**src/design/mfis_pkg.sv**
```systemverilog
package mfis_pkg;

	// input action codes
	localparam logic [1:0] ACT_CLEAR  = 2'd0;
	localparam logic [1:0] ACT_HEADER = 2'd1;
	localparam logic [1:0] ACT_VERTEX = 2'd2;
	localparam logic [1:0] ACT_HOLE   = 2'd3;

	// result kind codes
	localparam logic [1:0] KIND_INDEX   = 2'd0;
	localparam logic [1:0] KIND_VERDICT = 2'd1;
	localparam logic [1:0] KIND_HOLE    = 2'd2;

	// configuration register indexes
	localparam logic CFG_VERTEX_LIMIT = 1'b0;
	localparam logic CFG_INDEX_TOTAL  = 1'b1;

	// fixed field widths
	localparam int FACE_W  = 12;
	localparam int DROP_W  = 16;
	localparam int SIZE_W  = 16;
	localparam int VALUE_W = 32;

	// controller to datapath
	typedef struct packed {
		logic capture;       // latch the accepted item
		logic clear;         // start a new mesh
		logic vertex;        // apply a vertex item to the open face
		logic invalidate;    // abandon the open face
		logic header;        // apply a face header
		logic hole_rd;       // look up the remap table
		logic buf_rd_first;  // fetch the first buffered index
		logic emit_index;    // load a kept index into the output register
		logic emit_verdict;  // load the verdict and retire the face
		logic emit_hole;     // load the hole answer
		logic last;          // final result of the item
	} cmd_t;

	// datapath to controller
	typedef struct packed {
		logic [1:0] act;
		logic       in_face;
		logic       exp_one;    // one vertex still awaited
		logic       hdr_done;   // header finishes a face at once
		logic       keep_emit;  // face is kept and has indices to send
		logic       emit_more;  // more buffered indices after this one
		logic       out_free;   // output register can take a result
	} stat_t;

endpackage

```
**src/design/mfis_ctrl.sv**
```systemverilog
module mfis_ctrl (
	input  logic           clk,
	input  logic           arst_n,
	input  logic           item_valid,
	output logic           item_ready,
	input  mfis_pkg::stat_t stat,
	output mfis_pkg::cmd_t  cmd
);

	localparam logic [2:0] ST_IDLE = 3'd0;
	localparam logic [2:0] ST_DISP = 3'd1;
	localparam logic [2:0] ST_HDR  = 3'd2;
	localparam logic [2:0] ST_FIN  = 3'd3;
	localparam logic [2:0] ST_EMIT = 3'd4;
	localparam logic [2:0] ST_VERD = 3'd5;
	localparam logic [2:0] ST_HOLE = 3'd6;

	logic [2:0] state_q, state_d;
	logic       abandon_q, abandon_d;

	// next state and commands
	always_comb begin
		state_d    = state_q;
		abandon_d  = abandon_q;
		cmd        = '0;
		item_ready = 1'b0;
		case (state_q)
			ST_IDLE: begin
				item_ready = 1'b1;
				if (item_valid) begin
					cmd.capture = 1'b1;
					state_d     = ST_DISP;
				end
			end
			ST_DISP: begin
				case (stat.act)
					mfis_pkg::ACT_CLEAR: begin
						cmd.clear = 1'b1;
						state_d   = ST_IDLE;
					end
					mfis_pkg::ACT_HEADER: begin
						if (stat.in_face) begin
							cmd.invalidate = 1'b1;
							abandon_d      = 1'b1;
							state_d        = ST_FIN;
						end else begin
							cmd.header = 1'b1;
							state_d    = stat.hdr_done ? ST_FIN : ST_IDLE;
						end
					end
					mfis_pkg::ACT_VERTEX: begin
						if (!stat.in_face) begin
							state_d = ST_IDLE;
						end else begin
							cmd.vertex = 1'b1;
							state_d    = stat.exp_one ? ST_FIN : ST_IDLE;
						end
					end
					default: begin
						cmd.hole_rd = 1'b1;
						state_d     = ST_HOLE;
					end
				endcase
			end
			ST_HDR: begin
				cmd.header = 1'b1;
				state_d    = stat.hdr_done ? ST_FIN : ST_IDLE;
			end
			ST_FIN: begin
				if (stat.keep_emit) begin
					cmd.buf_rd_first = 1'b1;
					state_d          = ST_EMIT;
				end else begin
					state_d = ST_VERD;
				end
			end
			ST_EMIT: begin
				if (stat.out_free) begin
					cmd.emit_index = 1'b1;
					if (!stat.emit_more)
						state_d = ST_VERD;
				end
			end
			ST_VERD: begin
				if (stat.out_free) begin
					cmd.emit_verdict = 1'b1;
					// an abandoned face is followed by its header, whose own verdict follows if it closes a face
					cmd.last = abandon_q ? !stat.hdr_done : 1'b1;
					if (abandon_q) begin
						abandon_d = 1'b0;
						state_d   = ST_HDR;
					end else begin
						state_d = ST_IDLE;
					end
				end
			end
			ST_HOLE: begin
				if (stat.out_free) begin
					cmd.emit_hole = 1'b1;
					cmd.last      = 1'b1;
					state_d       = ST_IDLE;
				end
			end
			default: begin
				state_d = ST_IDLE;
			end
		endcase
	end

	// state registers
	always_ff @(posedge clk or negedge arst_n) begin
		if (!arst_n) begin
			state_q   <= ST_IDLE;
			abandon_q <= 1'b0;
		end else begin
			state_q   <= state_d;
			abandon_q <= abandon_d;
		end
	end

endmodule

```
**config.mk**
```make
export PLATFORM = sky130hd
export DESIGN_NAME = mfis_ctrl
export DESIGN_NICKNAME = d
export VERILOG_FILES = /design/src/design/mfis_pkg.sv /design/src/design/mfis_ctrl.sv
export SDC_FILE = /design/constraint.sdc
export NUM_CORES = 1
export LEC_CHECK = 0
export ABC_CLOCK_PERIOD_IN_PS = 4100
export BUFFER_PORTS_ARGS = -buffer_cell sky130_fd_sc_hd__buf_2
export CAP_MARGIN = 15
export CORE_AREA = 2 2 39 41
export DETAILED_ROUTE_END_ITERATION = 8
export DIE_AREA = 0 0 41 43
export PLACE_DENSITY = 0.67
export SKIP_LAST_GASP = 1
export SLEW_MARGIN = 20
export SYNTH_ARGS = -nofsm -noshare
export SYNTH_HDL_FRONTEND = slang
export SYNTH_SLANG_ARGS = --single-unit
```
**constraint.sdc**
```tcl
create_clock -name clk -period 4.1 [get_ports clk]
set_input_delay 1.23 -clock clk [delete_from_list [all_inputs] [get_ports clk]]
set_output_delay 1.23 -clock clk [all_outputs]
set_load 0.005 [all_outputs]
```
==> results of run 1 <==
-- cell families (layout without fill, tap and decap cells) --
| family | count (synthesis) | count (layout) | share of synthesized area |
|---|---|---|---|
| and+or+nand+nor | 23 | 23 | 0.313 |
| DFF | 4 | 4 | 0.241 |
| AOI/OAI and AO/OA | 18 | 18 | 0.301 |
| muxes | 1 | 1 | 0.0241 |
| buffers and inverters | 8 | 29 | 0.120 |
-- final cells by class --
cell class	count	area, um^2	share of cell area
clock buffers	3	22.5	0.0423
inverters	4	15.0	0.0282
multi-input cells	42	265	0.498
flip-flops and latches	4	100	0.188
well taps	16	20.0	0.0376
repair buffers	22	110	0.207
-- where the power goes --
part           total (mW)  internal [mW]  leakage [nW]  switching [mW]
clock network      0.0491         0.0328        0.0138          0.0163
registers           0.102         0.0582        0.0504          0.0436
logic               0.175         0.0866         0.203          0.0886
-- metrics by stage --
step | utilization | hold WS [ps]
finish | 0.385 | 574
global route | 0.385 | 609
CTS | 0.385 | 574
detailed placement | 0.369 | 564
global placement | 0.369 | 549
floorplan | - | 504
-- per-layer routing --
layer | GRT usage | share of wire | wire length (um)
met1 | 0.163 | 0.45 | 454
met2 | 0.191 | 0.52 | 526
met3 | 0.0157 | 0.030 | 30
met4 | 0.0200 | 0 | 0
met5 | 0 | 0 | 0
-- path summary, 6_finish.rpt --
kind | depth (start not counted) | slack (ps) | to | start
setup / recovery | 5 | 660 | cmd[6] | stat[7]
hold / removal | 2 | 570 | abandon_q$_DFFE_PN0P_ | abandon_q$_DFFE_PN0P_
setup reg to reg | 3 | 2780 | state_q[0]$_DFFE_PN0P_ | state_q[1]$_DFFE_PN0P_
hold reg to reg | 2 | 570 | abandon_q$_DFFE_PN0P_ | abandon_q$_DFFE_PN0P_
max in group asynchronous | 1 | 3180 | state_q[0]$_DFFE_PN0P_ | arst_n
min in group asynchronous | 1 | 790 | abandon_q$_DFFE_PN0P_ | arst_n
-- placed cells by master, fill, tap and decap left out --
cell type / instances
or2b_1: 1
o211ai_1: 1
mux2i_1: 1
nor2b_1: 1
a21o_2: 1
nand2b_1: 1
o221a_2: 1
and2_1: 1
and2b_1: 1
nor4_1: 2
o21ai_0: 3
o221ai_2: 1
inv_1: 4
o31ai_1: 1
and3_2: 1
o22ai_1: 1
o32a_1: 1
nor3_1: 4
buf_2: 22
o21ai_1: 1
clkbuf_4: 3
a21oi_1: 6
nand2_1: 6
nor2_1: 3
nand2b_4: 1
o2bb2ai_1: 1
dfrtp_1: 4
or3b_1: 1
-- worst max-delay path, cell delays in order --
cell and delay (ps):
buf_2 130, and2b_1 240, or3b_1 350, a21oi_1 130, buf_2 120
-- registers in the layout, indices dropped and copies added, names as in the netlist --
name / count
abandon_q: 1
state_q: 3
==> results.toml, run 1 <==
[placement]
placed_area_um2 = 510
pre_cts_ws_ps = 661
place_congestion = 0.740
portBuffers = 22
place_hpwl_um = 795
dp_cells = 88

[critical_path]
crit_path_max_fanout = 6
startpoint_type = "input pin"
cp.required_ps = 2870
worstSetupPathType = "input pin to output port"
end_kind = "output port"
worstPathArrival_ps = 2210

[floorplanning]
dieArea_um2 = 1760
ios = 23
die_x_um = 41
start_util = 0.300
rows = 14
coreArea_um2 = 1380
die_y_um = 43

[logic_synthesis]
syn_avg_cell_area_um2 = 7.69
yosysSeqAreaShare = 0.241
synth_cells = 54
ys_async_sr_fraction = 1.00
synth_area_leader_cell = "dfrtp_1"
synth_ff_type = "dfrtp_1"
synth_cell_types = 29
syn_nets = 65
ys_warn_count = 0
synth-seq-cells = 4
yosys-top-cells-area = "dfrtp_1 (24%), a21oi_1 (7.2%), buf_6 (5.4%)"
synth_edf_count = 0
ys_top_cells_by_count = "a21oi_1 (6), nand2_1 (6), dfrtp_1 (4), inv_1 (4), nor3_1 (4)"
synth_top_cell_area_share = 0.241
synth_area_um2 = 415

[clocking]
cts_max_path_buffers = 2
hold_buffers = 0
htreeDepth = 1
numCtsBuffers = 3
clk_pin_slew_ps = 40
post_cts_buffers = 0
ctsResizeCount = 0
cts.sinks = 4
clk_latency_ps = 230
cts_tree = "yes"
cts-root-buf = "clkbuf_4"

[min_path]
hold_class = "flip-flop to flip-flop"

[sta]
period_share = 0.838
max-slew-margin-rel = 0.762
tightest_slew_ps = 355
finalHoldViolations = 0
skew_ps = 5.47
rsz0062_at_grt = "false"
setup_viol_count_final = 0
drv_slew = 0
timing.final.ws_setup_ps = 663
max_freq_ghz = 0.291
layout_min_cycle_time_ps = 3440
setup_tns_ps = 0

[route]
routed-via-count = 461
drtAntennaViolNets = 0
first_iter_violations = 10
drc = 0
dr.pass1.iters = 4
drt-total-wl_mm = 1.01
wire_per_inst_um = 11.1
vias_per_cell = 5.07

[final_layout]
antennaDiodeCount = 0
fin_area_um2 = 533
syn_to_final_growth_pct = 28.3
drive_above_1_share = 0.400
final_nets = 88
final_cell_count_no_fill = 91
fill_cells = 151

[global_route]
grt_use_total = 0.118
grt_max_degree = 12
grt_pass1_vias = 386
grt_pass1_wl_mm = 1.54
grt_overflow_total = 0
antenna_found_initial = 0

[flow_run]
drv_cap = 0

[power]
p_per_area_nw_per_um2 = 612
p_leak_nw = 0.267
ir_drop_v = 0.000192
finalPower_mw = 0.326

[status]
status = "finished, final reports clean"
Power figures use the tool's default switching activity.
==> inputs of run 2 (changes only) <==
--- a/config.mk
+++ b/config.mk
@@ -5,13 +5,14 @@
 export SDC_FILE = /design/constraint.sdc
 export NUM_CORES = 1
 export LEC_CHECK = 0
-export ABC_CLOCK_PERIOD_IN_PS = 4100
+export ABC_AREA = 1
+export ABC_CLOCK_PERIOD_IN_PS = 2800
 export BUFFER_PORTS_ARGS = -buffer_cell sky130_fd_sc_hd__buf_2
 export CAP_MARGIN = 15
 export CORE_AREA = 2 2 39 41
 export DETAILED_ROUTE_END_ITERATION = 8
 export DIE_AREA = 0 0 41 43
-export PLACE_DENSITY = 0.67
+export PLACE_DENSITY = 0.72
 export SKIP_LAST_GASP = 1
 export SLEW_MARGIN = 20
 export SYNTH_ARGS = -nofsm -noshare
==> constraint.sdc (replaced) <==
create_clock -name clk -period 2.8 [get_ports clk]
set_input_delay 0.84 -clock clk [delete_from_list [all_inputs] [get_ports clk]]
set_output_delay 0.84 -clock clk [all_outputs]
set_load 0.005 [all_outputs]
==> results.toml, run 2 <==
[status]
status = "finished, final reports clean"

[critical_path]
rr_startpoint = "state_q[1]$_DFFE_PN0P_"
path_cells = "buf_2 > inv_1 > nand2_1 > a21oi_1 > nand3_2 > nor2_1 > buf_2"
regToRegSetupSlack_ps = 1560
crit_path_max_incr_delay_ps = 150
crit_path_max_fanout = 5
worstSetupPathType = "input pin to output port"
r2r_cells = 6
worst_path_most_repeated_cell = "buf_2"
startpoint = "stat[7]"
cp.required_ps = 1960
crit_buf_inv = 3
startpoint_type = "input pin"
slowest_stage = "a21oi_1"
end_kind = "output port"
crit_family = "buffers and inverters"
reg2reg_to = "state_q[0]$_DFFE_PN0P_"
worstPathArrival_ps = 1540

[logic_synthesis]
synth-seq-cells = 4
ys_warn_count = 0
synth_cell_types = 21
synthXorXnorAreaFrac = 0
synthAdderAreaFrac = 0
synth_area_leader_cell = "dfrtp_1"
syn_avg_cell_area_um2 = 6.09
synth-simple-area-share = 0.537
yosys-top-cells-area = "dfrtp_1 (22%), nand2_1 (15%), inv_1 (9.0%)"
synth_edf_count = 0
synth_ff_type = "dfrtp_1"
ys_async_sr_fraction = 1.00
synth_area_um2 = 457
synthMuxAreaShare = 0
yosysMostFrequentCell = "nand2_1"
syn_nets = 86
ys_top_cells_by_count = "nand2_1 (18), inv_1 (11), nor2_1 (11)"
synth_compound_area_frac = 0.0904
synth_top_cell_area_share = 0.219
yosysSeqAreaShare = 0.219
synth_top_family_by_area = "simple AND/OR/NAND/NOR gates"
synth_cells = 75

[final_layout]
largest_reg_flops = 3
final_cell_mix = "buf_2 (22), nand2_1 (18), inv_1 (11), nor2_1 (11)"
top_register = "state_q"
final_common_cell = "buf_2"
drive_above_1_share = 0.380
final_nets = 113
antennaDiodeCount = 0
reg.largest.list = "state_q: 3 flops, abandon_q: 1 flops"
syn_to_final_growth_pct = 33.4

[floorplanning]
die_x_um = 41
start_util = 0.330
die_y_um = 43
coreArea_um2 = 1380
ios = 23
rows = 14
dieArea_um2 = 1760

[power]
p_per_area_nw_per_um2 = 822
finalPower_mw = 0.501
p_leak_nw = 0.400
ir_drop_v = 0.000431

[sta]
tightest_slew_ps = 269
skew_ps = 0.618
period_share = 0.850
finalHoldViolations = 0
max-slew-margin-rel = 0.821
rsz0062_at_grt = "false"
max_freq_ghz = 0.420
setup_tns_ps = 0
drv_slew = 0
layout_min_cycle_time_ps = 2380
setup_viol_count_final = 0

[global_route]
grt_use_total = 0.144
grt_max_degree = 8
grt_pass1_wl_mm = 1.72
grt_overflow_total = 0
antenna_found_initial = 0
grt_pass1_vias = 472

[clocking]
htreeDepth = 1
cts_max_path_buffers = 2
post_cts_buffers = 0
cts_tree = "yes"
cts-root-buf = "clkbuf_4"
numCtsBuffers = 3
clk_pin_slew_ps = 40
ctsResizeCount = 0
clk_latency_ps = 230
cts.sinks = 4
hold_buffers = 0

[route]
drc = 0
dr.pass1.iters = 4
wire_per_inst_um = 8.99
drt-total-wl_mm = 1.04
vias_per_cell = 4.53
first_iter_violations = 8
drtAntennaViolNets = 0
routed-via-count = 526

[placement]
place_hpwl_um = 873
place_congestion = 0.868
portBuffers = 22

[min_path]
hold_class = "input pin to async pin"

[flow_run]
drv_cap = 0
==> run 2: kinds of logic after synthesis <==
group	Yosys count
AOI/OAI and AO/OA	7
and+or+nand+nor	49
DFF	4
buffers and inverters	15
==> run 2: metrics by stage <==
stage          hold slack, ps  cell area, um^2  worst slack (ps)  cells  utilization
2_1_floorplan             510              457               667     75            -
6_report                  405              609               421    116        0.440
3_5_place_dp              534              587               402    113        0.424
5_1_grt                   387              609               312    116        0.440
3_3_place_gp              542              587               422    113        0.424
4_1_cts                   396              609               402    116        0.440
==> run 2: per-layer routing <==
layer | wire [um] | track usage
met5 | 0 | 0
met4 | 0 | 0.100
met3 | 63 | 0.0314
met2 | 483 | 0.209
met1 | 497 | 0.180
==> run 2: report_power, final <==
part	switching, mW	internal [mW]	total, mW
Clock	0.0212	0.0478	0.0690
Combinational	0.182	0.121	0.303
Sequential	0.0443	0.0844	0.129
Total	0.248	0.253	0.501
==> run 2: area by class of cell <==
class                      instances  area, um^2
clock buffer                       3        22.5
fill                             158         774
inverter                          15        70.1
multi-input combinational         56         287
sequential                         4         100
tap                               16        20.0
timing repair buffer              22         110
==> run 2: worst max-delay path by stage <==
| stage | endpoint | depth (start not counted) | slack, ps |
|---|---|---|---|
| finish | cmd[7] | 7 | 420 |
| CTS | cmd[7] | 7 | 400 |
| global placement | cmd[7] | 7 | 420 |
| floorplan | cmd[0] | 3 | 670 |
| detailed placement | cmd[7] | 7 | 400 |
| global route | cmd[7] | 7 | 310 |
==> inputs of run 3 (changes only) <==
--- a/config.mk
+++ b/config.mk
@@ -5,14 +5,14 @@
 export SDC_FILE = /design/constraint.sdc
 export NUM_CORES = 1
 export LEC_CHECK = 0
-export ABC_AREA = 1
-export ABC_CLOCK_PERIOD_IN_PS = 2800
+export ABC_AREA = 0
+export ABC_CLOCK_PERIOD_IN_PS = 2400
 export BUFFER_PORTS_ARGS = -buffer_cell sky130_fd_sc_hd__buf_2
 export CAP_MARGIN = 15
 export CORE_AREA = 2 2 39 41
 export DETAILED_ROUTE_END_ITERATION = 8
 export DIE_AREA = 0 0 41 43
-export PLACE_DENSITY = 0.72
+export PLACE_DENSITY = 0.67
 export SKIP_LAST_GASP = 1
 export SLEW_MARGIN = 20
 export SYNTH_ARGS = -nofsm -noshare
==> constraint.sdc (replaced) <==
create_clock -name clk -period 2.4 [get_ports clk]
set_input_delay 0.72 -clock clk [delete_from_list [all_inputs] [get_ports clk]]
set_output_delay 0.72 -clock clk [all_outputs]
set_load 0.005 [all_outputs]
==> results.toml, run 3 (synthesis results as in run 1) <==
[route]
drc = 0
top_layer = "met4"
routed-wl-met2_um = 552
first_iter_violations = 11
drt-total-wl_mm = 1.10
routed-via-count = 481
wl_met3_um = 62
dr.pass1.iters = 4
wl_met1_um = 478
vias_per_cell = 5.06
drtAntennaViolNets = 0
wire_per_inst_um = 11.6

[clocking]
clk_latency_ps = 240
clk_pin_slew_ps = 40
htreeDepth = 1
cts.sinks = 4
cts_tree = "yes"
post_cts_buffers = 0
cts_max_path_buffers = 2
hold_buffers = 0
cts-root-buf = "clkbuf_4"
numCtsBuffers = 3
ctsResizeCount = 0

[critical_path]
worstSetupPathType = "input pin to output port"
startpoint_type = "input pin"
worstPathArrival_ps = 1610
rr_startpoint = "state_q[0]$_DFFE_PN0P_"
cp.required_ps = 1680
crit_path_max_fanout = 2
end_kind = "output port"
reg2reg_to = "state_q[0]$_DFFE_PN0P_"
startpoint = "stat[7]"
r2r_cells = 4
endpoint = "cmd[6]"
regToRegSetupSlack_ps = 1080

[global_route]
grt_pass1_vias = 425
grt_use_total = 0.144
grt_pass1_wl_mm = 1.73
grt_overflow_total = 0
grt_max_degree = 12
antenna_found_initial = 0

[power]
ir_drop_v = 0.000372
switching_share = 0.445
p_switching_mw = 0.262
p_leak_nw = 0.287
intPower_mw = 0.326
pwr-share-comb = 0.610
finalPower_mw = 0.588
seq_power_share = 0.243
p_per_area_nw_per_um2 = 1040
clkPwrFrac = 0.147

[floorplanning]
dieArea_um2 = 1760
coreArea_um2 = 1380
ios = 23
rows = 14
die_x_um = 41
start_util = 0.300
die_y_um = 43

[sta]
skew_ps = 6.37
holdWs_ps = 274
max_freq_ghz = 0.430
layout_min_cycle_time_ps = 2330
drv_slew = 0
max-slew-margin-rel = 0.759
setup_tns_ps = 0
rsz0062_at_grt = "false"
period_share = 0.969
finalHoldViolations = 0
setup_viol_count_final = 0
tightest_slew_ps = 359
timing.final.ws_setup_ps = 74.6

[final_layout]
seqCellArea_um2 = 100
final_nets = 92
largest_reg_flops = 3
antennaDiodeCount = 0
top_register = "state_q"
final_common_cell = "buf_2"
reg.largest.list = "state_q: 3 flops, abandon_q: 1 flops"
drive_above_1_share = 0.430
fill_cells = 143
final_cell_count_no_fill = 95
final_cell_mix = "buf_2 (22), a21oi_1 (6), nand2_1 (6)"
multi_input_area_um2 = 265
syn_to_final_growth_pct = 35.5

[placement]
place_hpwl_um = 845
dp_cells = 92
place_congestion = 0.778
portBuffers = 22
pre_cts_ws_ps = 76.5

[flow_run]
drv_cap = 0

[status]
status = "finished, final reports clean"

[min_path]
hold_class = "input pin to async pin"
[run 3: cell types whose count changed in the layout (fill, tap and decap cells not counted), sizes merged, moves of 2 or more]
cell / change
a21oi: +3
buf: +4
inv: -10
nand2: -15
nand2b: +2
nand3: -6
nand4: -4
nor2: -12
nor3: +3
o21ai: +2
[run 3: stage by stage]
stage / area, um^2 / utilization
floorplan: 415 / -
CTS: 563 / 0.407
finish: 563 / 0.407
detailed placement: 541 / 0.391
global route: 563 / 0.407
global placement: 541 / 0.391
[run 3: final cells by class]
cell class              instances  area share
clock buffers                   3      0.0400
multi-input cells              42       0.471
flip-flops and latches          4       0.178
inverters                       4      0.0267
repair buffers                 26       0.249
well taps                      16      0.0356
[run 3: worst min-delay path by stage]
stage,endpoint,from,cells after the start
2_1_floorplan,abandon_q$_DFFE_PN0P_,arst_n,0
4_1_cts,abandon_q$_DFFE_PN0P_,arst_n,1
5_1_grt,abandon_q$_DFFE_PN0P_,arst_n,1
3_3_place_gp,abandon_q$_DFFE_PN0P_,arst_n,1
6_report,abandon_q$_DFFE_PN0P_,arst_n,1
3_5_place_dp,abandon_q$_DFFE_PN0P_,arst_n,1
[run 3: power by group through the flow]
stage          Combinational, mW  Sequential, mW  Clock (mW)
2_1_floorplan              0.318           0.111           0
3_3_place_gp               0.356           0.142           0
3_5_place_dp               0.362           0.144           0
4_1_cts                    0.363           0.143      0.0894
5_1_grt                    0.407           0.148      0.0919
6_report                   0.359           0.143      0.0863
[run 3: metal layers]
metal | GRT usage | up-vias
met1 | 0.167 | 217
met3 | 0.0157 | 2
met4 | 0.107 | 0
li1 | - | 245
met5 | 0 | -
met2 | 0.225 | 17
[run 3: worst max-delay path, stage by stage]
cell     delay, ps
buf_2          100
and2b_1        190
or3b_1         340
a21oi_1        130
buf_2          130
